## src/sv/pcxd_pkg.sv

```systemverilog
// Shared types and constants for the PCX 8bpp run-length decoder.
// No dependencies.
package pcxd_pkg;

  localparam int PixW = 8;
  localparam int CntW = 6;
  localparam int WordW = 2 * PixW;
  localparam logic [1:0] COUNT_MARK = 2'b11;

  typedef struct packed {
    logic [PixW-1:0] val;
    logic [CntW-1:0] count;
  } cmd_t;

endpackage

```

## src/sv/pcxd_front.sv

```systemverilog
// Front end: takes coded bytes, tracks armed runs, emits pixel commands.
// Depends on pcxd_pkg.
module pcxd_front (
  input  logic               clk,
  input  logic               rst,
  input  logic               in_valid,
  input  logic               in_stall,
  input  logic [7:0]         data_byte,
  output logic               push,
  output pcxd_pkg::cmd_t     cmd
);
  import pcxd_pkg::*;

  logic            run_pending;
  logic [CntW-1:0] run_length;
  logic            take;
  logic            is_count;

  assign take     = in_valid && !in_stall;
  assign is_count = (data_byte[7:6] == COUNT_MARK);

  always_comb begin
    cmd.val   = data_byte;
    cmd.count = run_pending ? run_length : CntW'(1);
    push      = take && (run_pending ? (run_length != '0) : !is_count);
  end

  always_ff @(posedge clk) begin
    if (rst) begin
      run_pending <= 1'b0;
      run_length  <= '0;
    end else if (take) begin
      if (run_pending) begin
        run_pending <= 1'b0;
        run_length  <= '0;
      end else if (is_count) begin
        run_pending <= 1'b1;
        run_length  <= data_byte[CntW-1:0];
      end
    end
  end

endmodule

```

## src/sv/pcxd_fifo.sv

```systemverilog
// Two-entry command queue between front and back end.
// Depends on pcxd_pkg.
module pcxd_fifo (
  input  logic           clk,
  input  logic           rst,
  input  logic           push,
  input  pcxd_pkg::cmd_t wr_cmd,
  input  logic           pop,
  output logic           q_valid,
  output logic           full,
  output pcxd_pkg::cmd_t rd_cmd
);
  import pcxd_pkg::*;

  cmd_t       mem [2];
  logic       wr_ptr;
  logic       rd_ptr;
  logic [1:0] count;

  assign q_valid = (count != 2'd0);
  assign full    = (count == 2'd2);
  assign rd_cmd  = mem[rd_ptr];

  always_ff @(posedge clk) begin
    if (push) mem[wr_ptr] <= wr_cmd;
  end

  always_ff @(posedge clk) begin
    if (rst) begin
      wr_ptr <= 1'b0;
      rd_ptr <= 1'b0;
      count  <= 2'd0;
    end else begin
      if (push) wr_ptr <= !wr_ptr;
      if (pop)  rd_ptr <= !rd_ptr;
      count <= count + 2'(push) - 2'(pop);
    end
  end

endmodule

```

## src/sv/pcxd_back.sv

```systemverilog
// Back end: expands pixel commands into packed 16-bit words, one per cycle
// if unstalled, keeping an odd pixel across commands. Depends on pcxd_pkg.
module pcxd_back (
  input  logic                      clk,
  input  logic                      rst,
  input  logic                      q_valid,
  input  pcxd_pkg::cmd_t            q_cmd,
  output logic                      pop,
  output logic                      out_valid,
  input  logic                      out_stall,
  output logic [pcxd_pkg::WordW-1:0] pixel_pair,
  output logic                      last_of_item
);
  import pcxd_pkg::*;

  logic [PixW-1:0] val;
  logic [CntW-1:0] rem;
  logic [PixW-1:0] held_pixel;
  logic            held_valid;
  logic            can_step;
  logic            word_fire;
  logic            word_last;
  logic [WordW-1:0] word;

  assign can_step = !out_valid || !out_stall;
  assign pop      = (rem == '0) && q_valid;

  always_comb begin
    word_fire = 1'b0;
    word_last = 1'b0;
    word      = {val, val};
    if (rem != '0 && can_step) begin
      if (held_valid) begin
        word_fire = 1'b1;
        word      = {val, held_pixel};
        word_last = (rem <= CntW'(2));
      end else if (rem >= CntW'(2)) begin
        word_fire = 1'b1;
        word_last = (rem <= CntW'(3));
      end
    end
  end

  always_ff @(posedge clk) begin
    if (rst) begin
      rem        <= '0;
      held_valid <= 1'b0;
      out_valid  <= 1'b0;
    end else begin
      if (pop) begin
        rem <= q_cmd.count;
      end else if (rem != '0 && can_step) begin
        if (held_valid) begin
          rem        <= rem - CntW'(1);
          held_valid <= 1'b0;
        end else if (rem >= CntW'(2)) begin
          rem <= rem - CntW'(2);
        end else begin
          rem        <= '0;
          held_valid <= 1'b1;
        end
      end
      if (word_fire)       out_valid <= 1'b1;
      else if (!out_stall) out_valid <= 1'b0;
    end
  end

  always_ff @(posedge clk) begin
    if (pop) val <= q_cmd.val;
    if (rem == CntW'(1) && !held_valid && can_step) held_pixel <= val;
    if (word_fire) begin
      pixel_pair   <= word;
      last_of_item <= word_last;
    end
  end

  a_pop_idle: assert property (@(posedge clk) disable iff (rst) pop |-> rem == '0)
    else $error("command loaded while busy");
  a_more_after: assert property (@(posedge clk) disable iff (rst)
    (word_fire && !word_last) |=> rem != '0)
    else $error("non-final word with no work left");
  a_last_done: assert property (@(posedge clk) disable iff (rst)
    (word_fire && word_last) |=> rem < CntW'(2))
    else $error("final word left pairs unsent");
  a_held_step: assert property (@(posedge clk) disable iff (rst)
    (word_fire && held_valid) |=> !held_valid)
    else $error("held pixel not consumed");

endmodule

```

## src/sv/pcx_rle_decode_pack16.sv

```systemverilog
// PCX 8bpp run-length decoder: each input item is one coded byte; output items are 16-bit
// pixel pairs (earlier pixel in bits 7:0) with last_of_item on the final word of a byte.
// In the back end a literal byte is loaded and then stepped once. A run command is
// loaded and then stepped once per output word, with one more step when it leaves
// an odd pixel to hold. An output stall holds the stepping of both. Count bytes and
// zero-length runs make no words. The front end absorbs bytes into a two-entry command
// queue, and input is stalled when the queue is full; throughput is set by the back end,
// which emits at most one word per cycle.
// Depends on pcxd_pkg, pcxd_front, pcxd_fifo, pcxd_back.
module pcx_rle_decode_pack16 (
  input  logic                       clk,
  input  logic                       rst,
  input  logic                       in_valid,
  output logic                       in_stall,
  input  logic [7:0]                 data_byte,
  output logic                       out_valid,
  input  logic                       out_stall,
  output logic [pcxd_pkg::WordW-1:0] pixel_pair,
  output logic                       last_of_item
);
  import pcxd_pkg::*;

  logic push;
  cmd_t wr_cmd;
  cmd_t rd_cmd;
  logic q_valid;
  logic full;
  logic pop;

  assign in_stall = full;

  pcxd_front u_front (
    .clk       (clk),
    .rst       (rst),
    .in_valid  (in_valid),
    .in_stall  (in_stall),
    .data_byte (data_byte),
    .push      (push),
    .cmd       (wr_cmd)
  );

  pcxd_fifo u_fifo (
    .clk     (clk),
    .rst     (rst),
    .push    (push),
    .wr_cmd  (wr_cmd),
    .pop     (pop),
    .q_valid (q_valid),
    .full    (full),
    .rd_cmd  (rd_cmd)
  );

  pcxd_back u_back (
    .clk          (clk),
    .rst          (rst),
    .q_valid      (q_valid),
    .q_cmd        (rd_cmd),
    .pop          (pop),
    .out_valid    (out_valid),
    .out_stall    (out_stall),
    .pixel_pair   (pixel_pair),
    .last_of_item (last_of_item)
  );

endmodule

```

## config.mk

```make
export PLATFORM = sky130hd
export DESIGN_NAME = pcx_rle_decode_pack16
export DESIGN_NICKNAME = d
export VERILOG_FILES = /design/src/sv/pcxd_pkg.sv /design/src/sv/pcxd_front.sv /design/src/sv/pcxd_fifo.sv /design/src/sv/pcxd_back.sv /design/src/sv/pcx_rle_decode_pack16.sv
export SDC_FILE = /design/constraint.sdc
export NUM_CORES = 1
export LEC_CHECK = 0
export BUFFER_PORTS_ARGS = -buffer_cell sky130_fd_sc_hd__buf_4
export CAP_MARGIN = 30
export CORE_MARGIN = 1.5
export CORE_UTILIZATION = 53
export DETAILED_ROUTE_END_ITERATION = 10
export PLACE_DENSITY = 0.82
export SYNTH_ARGS = -nofsm -noshare
export SYNTH_HDL_FRONTEND = slang
export SYNTH_SLANG_ARGS = --single-unit
export TNS_END_PERCENT = 50
```

## constraint.sdc

```tcl
create_clock -name clk -period 2.4 [get_ports clk]
set_input_delay 0.24 -clock clk [delete_from_list [all_inputs] [get_ports clk]]
set_output_delay 0.24 -clock clk [all_outputs]
set_load 0.1 [all_outputs]
```

# [Word level (Yosys, flattened, before mapping)]
# Memory sizes are Yosys's and may differ from the RTL's. A register that Yosys moved wholly into a read port is not among the register bits.
# Cells that the tools add are included.
[word_totals] ff_bits=52 mem_bits_rw=28 in_bits=12 elab_cells=72 mem_count=1
[op_classes] addsub=4 magnitude_cmp=3 eq_ne=4 mux=25 bitwise=1 n_reduce_logical=22
[memory_table] name="u_fifo.mem" depth=2 width=14 read_ports=1 rd_ports_with_merged_regs=1 wr=1 line="pcxd_fifo.sv:15" text="cmd_t mem [2];"
[op_table] operator="$mux 6" count=7
[op_table] operator="$mux 1" count=16
[op_table] operator="$mux 8" count=2
[op_table] operator="$le 6x2->1 const B" count=2
[op_table] operator="$reduce_bool 6->1" count=2
[op_table] operator="$logic_not 1->1" count=7
[op_table] operator="$eq 6x1->1 const B" count=1
[op_table] operator="$ge 6x2->1 const B" count=1
[op_table] operator="$logic_and 1x1->1" count=6
[op_table] operator="$logic_not 6->1" count=1
[op_table] operator="$reduce_bool 2->1" count=3
[op_table] operator="$sub 6x1->6 const B" count=1
[op_table] operator="$sub 6x2->6 const B" count=1
[op_table] operator="$eq 2x2->1 const B" count=2
[op_table] operator="$reduce_and 2->1" count=2
[op_table] operator="$add 2x1->2" count=1
[op_table] operator="$ne 2x1->1 const B" count=1
[op_table] operator="$sub 2x1->2" count=1
[op_table] operator="$logic_or 1x1->1" count=1
[op_table] operator="$not 1->1" count=1

# [Depth between registers and ports, before layout]
# Gate-level depths: netlist (run 1).
[logic_depth] ltp_word=6 depth_mapped=10

# [Cells and area by module]
# Synthesis (run 1) repeated with hierarchy kept, for this count alone.
[hier_totals] hier_cells=246 hier_area_um2=3419.5
[modules_own_cells] mod="pcxd_back" n_inst=1 cells_each=131 area_per_inst_um2=1789.2 seq_area_each_um2=1151.1
[modules_own_cells] mod="pcxd_fifo" n_inst=1 cells_each=64 area_per_inst_um2=1228.7 seq_area_each_um2=940.9
[modules_own_cells] mod="pcxd_front" n_inst=1 cells_each=51 area_per_inst_um2=401.6 seq_area_each_um2=140.1

# [Worst setup path after synthesis (run 1)]
# Ideal clock, no wire load.
[synth_timing] kind="flip-flop to flip-flop" from="reg u_back.out_valid" to="reg u_back.held_pixel[0], enable pin" setup_time_ns=0.398 arrival_ns=2.062 required_ns=2.002 path_slack_ns=-0.060 stages_incl_launch_ff=4 path_buffers=1 period_less_slack_ns=2.460 cell_sequence="dfxtp_1 > and2_1 > clkbuf_1 > nor4b_1"
[synth_via] elab_chain_len=3
[synth_rtl] element="start, declared" line="pcxd_back.sv:9" text="output logic out_valid,"
[synth_rtl] element="start signal, assigned" line="pcxd_back.sv:48" text="out_valid <= 1'b0;"
[synth_rtl] element="start signal, assigned" line="pcxd_back.sv:63" text="if (word_fire) out_valid <= 1'b1;"
[synth_rtl] element="start signal, assigned" line="pcxd_back.sv:64" text="else if (!out_stall) out_valid <= 1'b0;"
[synth_rtl] element="$logic_not 1->1" line="pcxd_back.sv:25" text="assign can_step = !out_valid || !out_stall;"
[synth_rtl] element="$logic_or 1x1->1" line="pcxd_back.sv:25"
[synth_rtl] element="$logic_and 1x1->1" line="pcxd_back.sv:70" text="if (rem == CntW'(1) && !held_valid && can_step) held_pixel <= val;"
[synth_rtl] element="end signal, assigned" line="pcxd_back.sv:70"
[synth_rtl] element="end, declared" line="pcxd_back.sv:18" text="logic [PixW-1:0] held_pixel;"
# No other way between the ends.
# A chain may end at the register's enable or synchronous reset.

# [Final worst setup path (run 1)]
[layout_timing] from="reg u_back.rem[1]" to="reg u_fifo.count[1]"
[layout_via] elab_chain_len=3
[layout_rtl] element="start, declared" line="pcxd_back.sv:17" text="logic [CntW-1:0] rem;"
[layout_rtl] element="start signal, assigned" line="pcxd_back.sv:51" text="rem <= q_cmd.count;"
[layout_rtl] element="start signal, assigned" line="pcxd_back.sv:54" text="rem <= rem - CntW'(1);"
[layout_rtl] element="start signal, assigned" line="pcxd_back.sv:57" text="rem <= rem - CntW'(2);"
[layout_rtl] element="$logic_not 6->1" line="pcxd_back.sv:26" text="assign pop = (rem == '0) && q_valid;"
[layout_rtl] element="$logic_and 1x1->1" line="pcxd_back.sv:26"
[layout_rtl] element="$sub 2x1->2" line="pcxd_fifo.sv:36" text="count <= count + 2'(push) - 2'(pop);"
[layout_rtl] element="end signal, assigned" line="pcxd_fifo.sv:36"
[layout_rtl] element="end, declared" line="pcxd_fifo.sv:18" text="logic [1:0] count;"
# No other way between the ends.

==> results.sh, run 1 <==
export IMPL_outcome="completed"
export IMPL_first_pass_iters=4
export IMPL_tightestPinTransition_ns=0.712
export IMPL_cp_buffers_inverters=2
export IMPL_min_path_type="primary input to register"
export IMPL_syn_cell_area_um2=3350
export IMPL_cts_buffer_depth=2
export IMPL_cts_max_level=3
export IMPL_wl_um=5860
export IMPL_synthArstFlopShare=0
export IMPL_drive_above_1_share=0.284
export IMPL_endpoint_kind="register"
export IMPL_fin_skew_ns=0.0131
export IMPL_synthFlopType="edfxtp_1"
export IMPL_clk_pin_slew_ns=0.08
export IMPL_max_stage_delay_ns=0.48
export IMPL_io_buffers=30
export IMPL_final_antenna_net_count=0
export IMPL_rows=28
export IMPL_boundaryPins=31
export IMPL_synth_seq_cells=81
export IMPL_synth_top_area_cell="edfxtp_1"
export IMPL_hold_path_end="u_fifo.mem[1][11]"
export IMPL_grt_use_met3=0.0429
export IMPL_synth_common_cells="edfxtp_1, dfxtp_1, mux2_2"
export IMPL_nets=298
export IMPL_hold_depth=1
export IMPL_vias_per_cell=5.61
export IMPL_start_kind="register"
export IMPL_drc=0
export IMPL_slew_headroom=0.522
export IMPL_clk_latency_ns=0.35
export IMPL_grt_pass1_vias=2026
export IMPL_rrSetupSlack_ns=0.20
export IMPL_setup_ws_ns=0.197
export IMPL_grt_max_degree=23
export IMPL_path_cells="inv_1 -> ha_1 -> o21ai_1 -> nor2_4 -> ha_1 -> inv_1 -> ha_1 -> xor2_1 -> xnor2_1 -> nor2_1"
export IMPL_synth_edf_count=61
export IMPL_setup_tns_final_ns=0
export IMPL_dp_hpwl_um=4020
export IMPL_yosysMostFrequentCell="edfxtp_1"
export IMPL_path_class="register to register"
export IMPL_core_area_um2=6030
export IMPL_synth_top_area_share=0.547
export IMPL_cts_buffers=9
export IMPL_arrival_ns=2.44
export IMPL_dieArea_um2=6810
export IMPL_final_hold_viol_count=0
export IMPL_yosys_warnings=0
export IMPL_wl_per_cell_um=16.3
export IMPL_cts_setup_buffers=0
export IMPL_r2r_cells=10
export IMPL_antenna_cells=0
export IMPL_clockRootBuffer="clkbuf_8"
export IMPL_fin_crit_ns=2.20
export IMPL_worstPathRequired_ns=2.63
export IMPL_dr_first_iter_drc_count=186
export IMPL_slowest_stage="dfxtp_1"
export IMPL_drv_cap=0
export IMPL_worstReg2RegStart="u_back.rem[1]"
export IMPL_slew_viol_final=0
export IMPL_ys_types=42
export IMPL_synthCells=240
export IMPL_start_util=0.556
export IMPL_syn_to_final_growth_pct=16.9
export IMPL_path_common_cell="ha_1"
export IMPL_crit_fanout=7
export IMPL_worst_r2r_endpoint="u_fifo.count[1]"
export IMPL_cts_hold_buffers=0
export IMPL_grtUsageTotal=0.198
export IMPL_die_w_um=82.5
export IMPL_syn_num_nets=258
export IMPL_period_share=0.918
export IMPL_top_usage_layer="met2"
export IMPL_grt_overflow=0
export IMPL_syn_area_per_cell_um2=14.0
export IMPL_cts_tree="built"
export IMPL_use_met2=0.330
export IMPL_seq_area_frac_synth=0.666
export IMPL_finalSetupViolations=0
export IMPL_gr_usage_met1=0.240
export IMPL_crit_family="adder cells"
export IMPL_antenna_found_initial=0
export IMPL_pre_cts_slack_ns=0.220
export IMPL_num_vias=2019
export IMPL_rsz0062_at_grt="false"
export IMPL_grt_pass1_wl_um=9620
export IMPL_clock_sinks=81
export IMPL_post_cts_resized_instances=0
export IMPL_fmax_mhz=454
export IMPL_yosys_top_cells_area="edfxtp_1, dfxtp_1, mux2_2"
export IMPL_hold_start="data_byte[5]"
export IMPL_hold_ws_ns=0.0857
export IMPL_dieHeight_um=82.5
export IMPL_gp_congestion=0.829
cell families (layout without fill, tap and decap cells):
logic type	count (synthesis)	after routing	synth area share
AOI/OAI and AO/OA	43	43	0.0844
DFF	81	81	0.666
and+or+nand+nor	58	58	0.0990
muxes	23	23	0.0762
buffers and inverters	21	66	0.0306
xor gates and xnor gates	8	8	0.0209
adders and majority gates	6	6	0.0224
metrics by stage:
stage,area [um^2],utilization,cells
after detailed placement,3690,0.613,344
after global routing,3920,0.650,360
after CTS,3920,0.650,360
final,3920,0.650,360
after floorplan,3360,-,240
after global placement,3680,0.611,343
layout by cell type, fill, tap and decap left out, drive strengths merged, types with 6 or more instances in the layout:
cell type  instances
dfxtp             20
mux2              20
a22oi              7
a21oi             13
buf               41
ha                 6
clkbuf            12
inv                9
nor2              17
and2               7
o21ai              7
edfxtp            61
nand2              7
how the worst max path moves through the flow:
| stage | from | to | slack, ns | depth (start not counted) |
|---|---|---|---|---|
| CTS | u_back.rem[0] | u_fifo.count[1] | 0.21 | 10 |
| floorplan | u_back.out_valid | u_back.pixel_pair[0] | 0.04 | 5 |
| detailed placement | u_back.rem[0] | u_fifo.count[1] | 0.22 | 10 |
| global placement | u_back.rem[1] | u_fifo.count[1] | 0.21 | 10 |
| finish | u_back.rem[1] | u_fifo.count[1] | 0.20 | 10 |
| global route | u_back.rem[0] | u_fifo.count[1] | 0.02 | 10 |
layout make-up:
class	instances	area, um^2
Tap cell	75	93.8
Timing Repair Buffer	41	312
Sequential cell	81	2230
Fill cell	459	2110
Clock inverter	4	77.6
Inverter	9	33.8
Multi-Input combinational cell	138	1020
Clock buffer	12	145
layer usage:
metal / part of all wire / vias up / wire length, um
met5: 0 / - / 0
met1: 0.44 / 974 / 2570
met3: 0.043 / 12 / 254
li1: - / 981 / -
met4: 0.028 / 0 / 165
met2: 0.49 / 52 / 2870
sequential cells by signal, indices dropped and copies added, names as in the netlist, named ones only:
signal,cells
u_back.last_of_item,1
u_front.run_length,6
u_fifo.wr_ptr,1
u_back.pixel_pair,16
u_fifo.count,2
u_back.held_pixel,8
u_back.val,8
u_back.out_valid,1
u_fifo.rd_ptr,1
u_front.run_pending,1
u_back.held_valid,1
u_fifo.mem,28
u_back.rem,6
Power of run 1 is not shown: default switching activity piles up to over one toggle a cycle in this logic, so the estimate is an artifact.
==> run 2, diff against run 1 <==
Settings changed: ABC_AREA set to 1.
==> run 2 against run 1 <==
  * Routed wire length is 1.4% higher
  * Fmax is 8.7% higher
  * Clock-buffer cell count is 2 lower
  * First-iteration DRC count is 6.5% lower
  * Critical path type unchanged
==> results.sh, run 2 <==
export IMPL_clk_pin_slew_ns=0.08
export IMPL_boundaryPins=31
export IMPL_synth_xor_area_share=0.00254
export IMPL_path_cells="inv_1 -> ha_1 -> nand3_4 -> nor2_4 -> ha_1 -> inv_1 -> ha_1 -> xor2_1 -> o21ai_0 -> a21oi_1"
export IMPL_setup_tns_final_ns=0
export IMPL_max_stage_delay_ns=0.37
export IMPL_synth_common_cells="nand2_1, edfxtp_1, inv_1"
export IMPL_top_regs="u_fifo.mem (28), u_back.pixel_pair (16)"
export IMPL_seq_area_frac_synth=0.648
export IMPL_hold_ws_ns=0.0828
export IMPL_rows=29
export IMPL_first_pass_iters=4
export IMPL_vias_per_cell=5.20
export IMPL_final_cell_mix="nand2_1, edfxtp_1, buf_4, inv_1, dfxtp_1"
export IMPL_syn_area_per_cell_um2=11.3
export IMPL_final_common_cell="nand2_1"
export IMPL_synth_simple_gate_area_frac=0.190
export IMPL_post_cts_resized_instances=0
export IMPL_dieArea_um2=6990
export IMPL_clk_latency_ns=0.35
export IMPL_rrSetupSlack_ns=0.37
export IMPL_syn_num_nets=322
export IMPL_antenna_found_initial=0
export IMPL_rsz0062_at_grt="false"
export IMPL_start_util=0.546
export IMPL_syn_to_final_growth_pct=14.7
export IMPL_syn_cell_area_um2=3450
export IMPL_synth_seq_cells=81
export IMPL_wl_met2_um=3030
export IMPL_final_antenna_net_count=0
export IMPL_fin_util=0.626
export IMPL_gp_congestion=0.906
export IMPL_worstPathRequired_ns=2.68
export IMPL_final_hold_viol_count=0
export IMPL_antenna_cells=0
export IMPL_finalSetupViolations=0
export IMPL_grtUsageTotal=0.178
export IMPL_synthFlopType="edfxtp_1"
export IMPL_slew_headroom=0.537
export IMPL_grt_pass1_wl_um=9620
export IMPL_cts_buffers=9
export IMPL_wl_per_cell_um=14.0
export IMPL_yosys_warnings=0
export IMPL_min_path_type="primary input to register"
export IMPL_path_common_cell="ha_1"
export IMPL_drv_cap=0
export IMPL_pre_cts_slack_ns=0.421
export IMPL_clock_sinks=81
export IMPL_core_area_um2=6310
export IMPL_io_buffers=30
export IMPL_cts_max_level=3
export IMPL_dieHeight_um=83.6
export IMPL_dp_hpwl_um=4090
export IMPL_cts_hold_buffers=0
export IMPL_fin_skew_ns=0.00900
export IMPL_synth_top_family_by_area="simple AND/OR/NAND/NOR gates"
export IMPL_crit_fanout=8
export IMPL_num_vias=2205
export IMPL_grt_overflow=0
export IMPL_ys_types=32
export IMPL_path_class="register to register"
export IMPL_synth_edf_count=61
export IMPL_synth_area_mux_share=0.0378
export IMPL_start_kind="register"
export IMPL_clockRootBuffer="clkbuf_8"
export IMPL_fmax_mhz=493
export IMPL_yosysMostFrequentCell="nand2_1"
export IMPL_slew_viol_final=0
export IMPL_dr_wl_met3_um=287
export IMPL_tightestPinTransition_ns=0.692
export IMPL_cts_tree="built"
export IMPL_drive_above_1_share=0.225
export IMPL_arrival_ns=2.31
export IMPL_synth_top_area_cell="edfxtp_1"
export IMPL_synth_compound_area_frac=0.0566
export IMPL_synthAdderAreaFrac=0.0218
export IMPL_wl_um=5940
export IMPL_drc=0
export IMPL_fin_crit_ns=2.03
export IMPL_cts_buffer_depth=2
export IMPL_synthArstFlopShare=0
export IMPL_grt_pass1_vias=1977
export IMPL_synth_top_area_share=0.532
export IMPL_top_layer="met4"
export IMPL_top_register="u_fifo.mem"
export IMPL_period_share=0.845
export IMPL_cts_setup_buffers=0
export IMPL_nets=360
export IMPL_dr_first_iter_drc_count=174
export IMPL_outcome="completed"
export IMPL_largest_register_ffs=28
export IMPL_yosys_top_cells_area="edfxtp_1, dfxtp_1, nand2_1"
export IMPL_setup_ws_ns=0.373
export IMPL_die_w_um=83.6
export IMPL_slowest_stage="ha_1"
export IMPL_endpoint_kind="register"
export IMPL_grt_max_degree=19
export IMPL_synthCells=304
export IMPL_wl_met1_um=2560
run 2: changes by cell type after synthesis, sizes merged, moves of 5 or more:
| cell | delta |
|---|---|
| a21oi | +5 |
| mux2 | -12 |
| a22oi | -7 |
| nand2 | +80 |
| and2 | -7 |
| inv | +21 |
| nand3 | +16 |
run 2: cell families (layout without fill, tap and decap cells):
group,count (synthesis),after routing
XOR/XNOR,1,1
adder cells (fa/ha/maj),6,6
buffers and inverters,37,80
AND/OR/NAND/NOR,138,138
AO/OA/AOI/OAI,32,32
flip-flops,81,81
multiplexers,9,9
run 2: critical path: cells and delay by family (launching register included):
family | cells | cell delay (ns)
compound gates | 2 | 0.20
fa+ha+maj | 3 | 0.74
flops | 1 | 0.33
buf+inv | 2 | 0.28
simple gates | 2 | 0.23
xor+xnor | 1 | 0.18
run 2: path summary, 6_finish.rpt:
path                      end     startpoint  depth (start not counted)
max reg2reg   u_fifo.count[1]  u_back.rem[1]                         10
min          u_fifo.mem[0][7]   data_byte[1]                          1
max           u_fifo.count[1]  u_back.rem[1]                         10
min reg2reg     u_fifo.rd_ptr  u_fifo.rd_ptr                          1
run 2: metrics by stage:
| stage | area, um^2 | instances |
|---|---|---|
| CTS | 3950 | 424 |
| floorplan | 3450 | 304 |
| detailed placement | 3760 | 408 |
| global placement | 3760 | 408 |
| global route | 3950 | 424 |
| finish | 3950 | 424 |
run 2: metal layers:
metal / GRT usage / up-vias
met2: 0.295 / 68
met4: 0.0686 / 0
met5: 0 / -
li1: - / 1095
met1: 0.217 / 1036
met3: 0.0593 / 6
run 2: area by class of cell:
class / count / area [um^2]
sequential: 81 / 2230
clock buffer: 10 / 128
multi-input combinational: 186 / 1060
inverter: 30 / 113
timing repair buffer: 34 / 255
clock inverter: 6 / 65.1
tap: 77 / 96.3
fill: 488 / 2360
Power of run 2 is left out for the same reason.
==> run 3, diff against run 2 <==
Clock period 2.4 ns to 1.7 ns, I/O delays scaled along.
==> run 3 against run 2 <==
  * Worst setup slack worse by 0.33 ns
  * Critical endpoint unchanged
  * Critical path depth stayed put
  * Sequential cell count stayed put
  * Highest routed layer unchanged
==> results.sh, run 3 (same netlist as run 2, synthesis figures left out) <==
export IMPL_outcome="completed"
export IMPL_rrSetupSlack_ns=0.04
export IMPL_max_stage_delay_ns=0.36
export IMPL_syn_to_final_growth_pct=22.8
export IMPL_drive_above_1_share=0.332
export IMPL_fin_skew_ns=0.00804
export IMPL_cts_max_level=3
export IMPL_rsz0062_at_grt="true"
export IMPL_crit_fanout=3
export IMPL_clk_pin_slew_ns=0.08
export IMPL_final_common_cell="nand2_1"
export IMPL_largest_register_ffs=28
export IMPL_first_pass_iters=4
export IMPL_top_register="u_fifo.mem"
export IMPL_cts_tree="built"
export IMPL_setup_tns_final_ns=0
export IMPL_fmax_mhz=603
export IMPL_dieArea_um2=6990
export IMPL_slowest_stage="dfxtp_2"
export IMPL_start_kind="register"
export IMPL_worstPathRequired_ns=1.97
export IMPL_path_cells="nand2_2 -> nor3_2 -> nand2_1 -> nand2_2 -> ha_4 -> inv_2 -> ha_4 -> xor2_2 -> o21ai_1 -> a21oi_1"
export IMPL_final_antenna_net_count=0
export IMPL_setup_worst_path_end="u_fifo.count[1]"
export IMPL_final_cell_mix="nand2_1, edfxtp_1, buf_4, inv_1, nand3_1"
export IMPL_die_w_um=83.6
export IMPL_io_buffers=30
export IMPL_drc=0
export IMPL_finalSetupViolations=0
export IMPL_worst_r2r_endpoint="u_fifo.count[1]"
export IMPL_rows=29
export IMPL_dp_hpwl_um=4570
export IMPL_antenna_found_initial=0
export IMPL_grt_max_degree=19
export IMPL_vias_per_cell=5.19
export IMPL_crit_family="simple AND/OR/NAND/NOR gates"
export IMPL_min_path_type="primary input to register"
export IMPL_top_regs="u_fifo.mem (28), u_back.pixel_pair (16)"
export IMPL_clockRootBuffer="clkbuf_8"
export IMPL_grt_pass1_vias=2249
export IMPL_slew_viol_final=0
export IMPL_grtUsageTotal=0.193
export IMPL_gp_congestion=0.883
export IMPL_cp_buffers_inverters=1
export IMPL_fin_crit_ns=1.66
export IMPL_final_hold_viol_count=0
export IMPL_tightestPinTransition_ns=0.378
export IMPL_wl_per_cell_um=14.6
export IMPL_crit_path_start="u_front.run_pending"
export IMPL_path_depth=10
export IMPL_arrival_ns=1.93
export IMPL_antenna_cells=0
export IMPL_cts_buffer_depth=2
export IMPL_clock_sinks=81
export IMPL_path_class="register to register"
export IMPL_start_util=0.546
export IMPL_fillers=469
export IMPL_nets=386
export IMPL_dr_first_iter_drc_count=189
export IMPL_r2r_cells=10
export IMPL_dieHeight_um=83.6
export IMPL_slew_headroom=0.748
export IMPL_grt_pass1_wl_um=10400
export IMPL_worstReg2RegStart="u_front.run_pending"
export IMPL_clk_latency_ns=0.35
export IMPL_drv_cap=0
export IMPL_cts_buffers=9
export IMPL_endpoint_kind="register"
export IMPL_hold_start="data_byte[5]"
export IMPL_grt_overflow=0
export IMPL_period_share=0.976
export IMPL_core_area_um2=6310
export IMPL_wl_um=6570
export IMPL_boundaryPins=31
export IMPL_num_vias=2337
-- run 3: cell count changes in the layout (fill, tap and decap cells not counted), moves of 4 or more --
cell | before | now
inv_1 | 27 | 22
dlygate4sd3_1 | 0 | 5
dfxtp_2 | 0 | 8
buf_4 | 34 | 54
dfxtp_1 | 20 | 11
inv_2 | 3 | 7
-- run 3: how the worst min path moves through the flow --
| stage | to | cells after the start |
|---|---|---|
| 6_report | u_fifo.mem[0][11] | 1 |
| 3_5_place_dp | u_fifo.mem[0][12] | 1 |
| 5_1_grt | u_fifo.mem[0][11] | 1 |
| 4_1_cts | u_fifo.mem[0][11] | 1 |
| 3_3_place_gp | u_fifo.mem[0][12] | 1 |
| 2_1_floorplan | u_fifo.mem[0][10] | 0 |
-- run 3: through the flow --
stage,area (um^2),utilization,hold slack [ns],setup WS (ns),instances
CTS,4140,0.656,0.00269,0.00388,446
global route,4230,0.670,-0.00426,-0.108,450
floorplan,3470,-,0.269,-0.0774,304
global placement,3930,0.622,0.364,0.0866,425
detailed placement,3930,0.622,0.368,-0.0224,425
finish,4230,0.670,0.00725,0.0411,450
-- run 3: timing repair --
action | 4_1_cts | 5_1_grt
hold buffers | 3 | 2
pin swaps | 2 | 8
endpoints found under the hold margin | 4 | 3
endpoints found under the setup margin | 1 | 2
gates resized for setup | 4 | 16
buffers inserted | 2 | 2
-- run 3: final cells by class --
| cell class | instances | area [um^2] | area share |
|---|---|---|---|
| Sequential cell | 81 | 2250 | 0.531 |
| Multi-Input combinational cell | 186 | 1140 | 0.268 |
| Clock inverter | 5 | 32.5 | 0.00769 |
| Tap cell | 77 | 96.3 | 0.0228 |
| Timing Repair Buffer | 60 | 475 | 0.112 |
| Clock buffer | 11 | 131 | 0.0310 |
| Inverter | 30 | 115 | 0.0272 |
-- run 3: layer usage --
metal	part of all wire	wire, um	track usage
met1	0.41	2680	0.220
met2	0.53	3460	0.342
met3	0.041	267	0.0346
met4	0.025	163	0.110
met5	0	0	0
Power of run 3 is left out for the same reason.
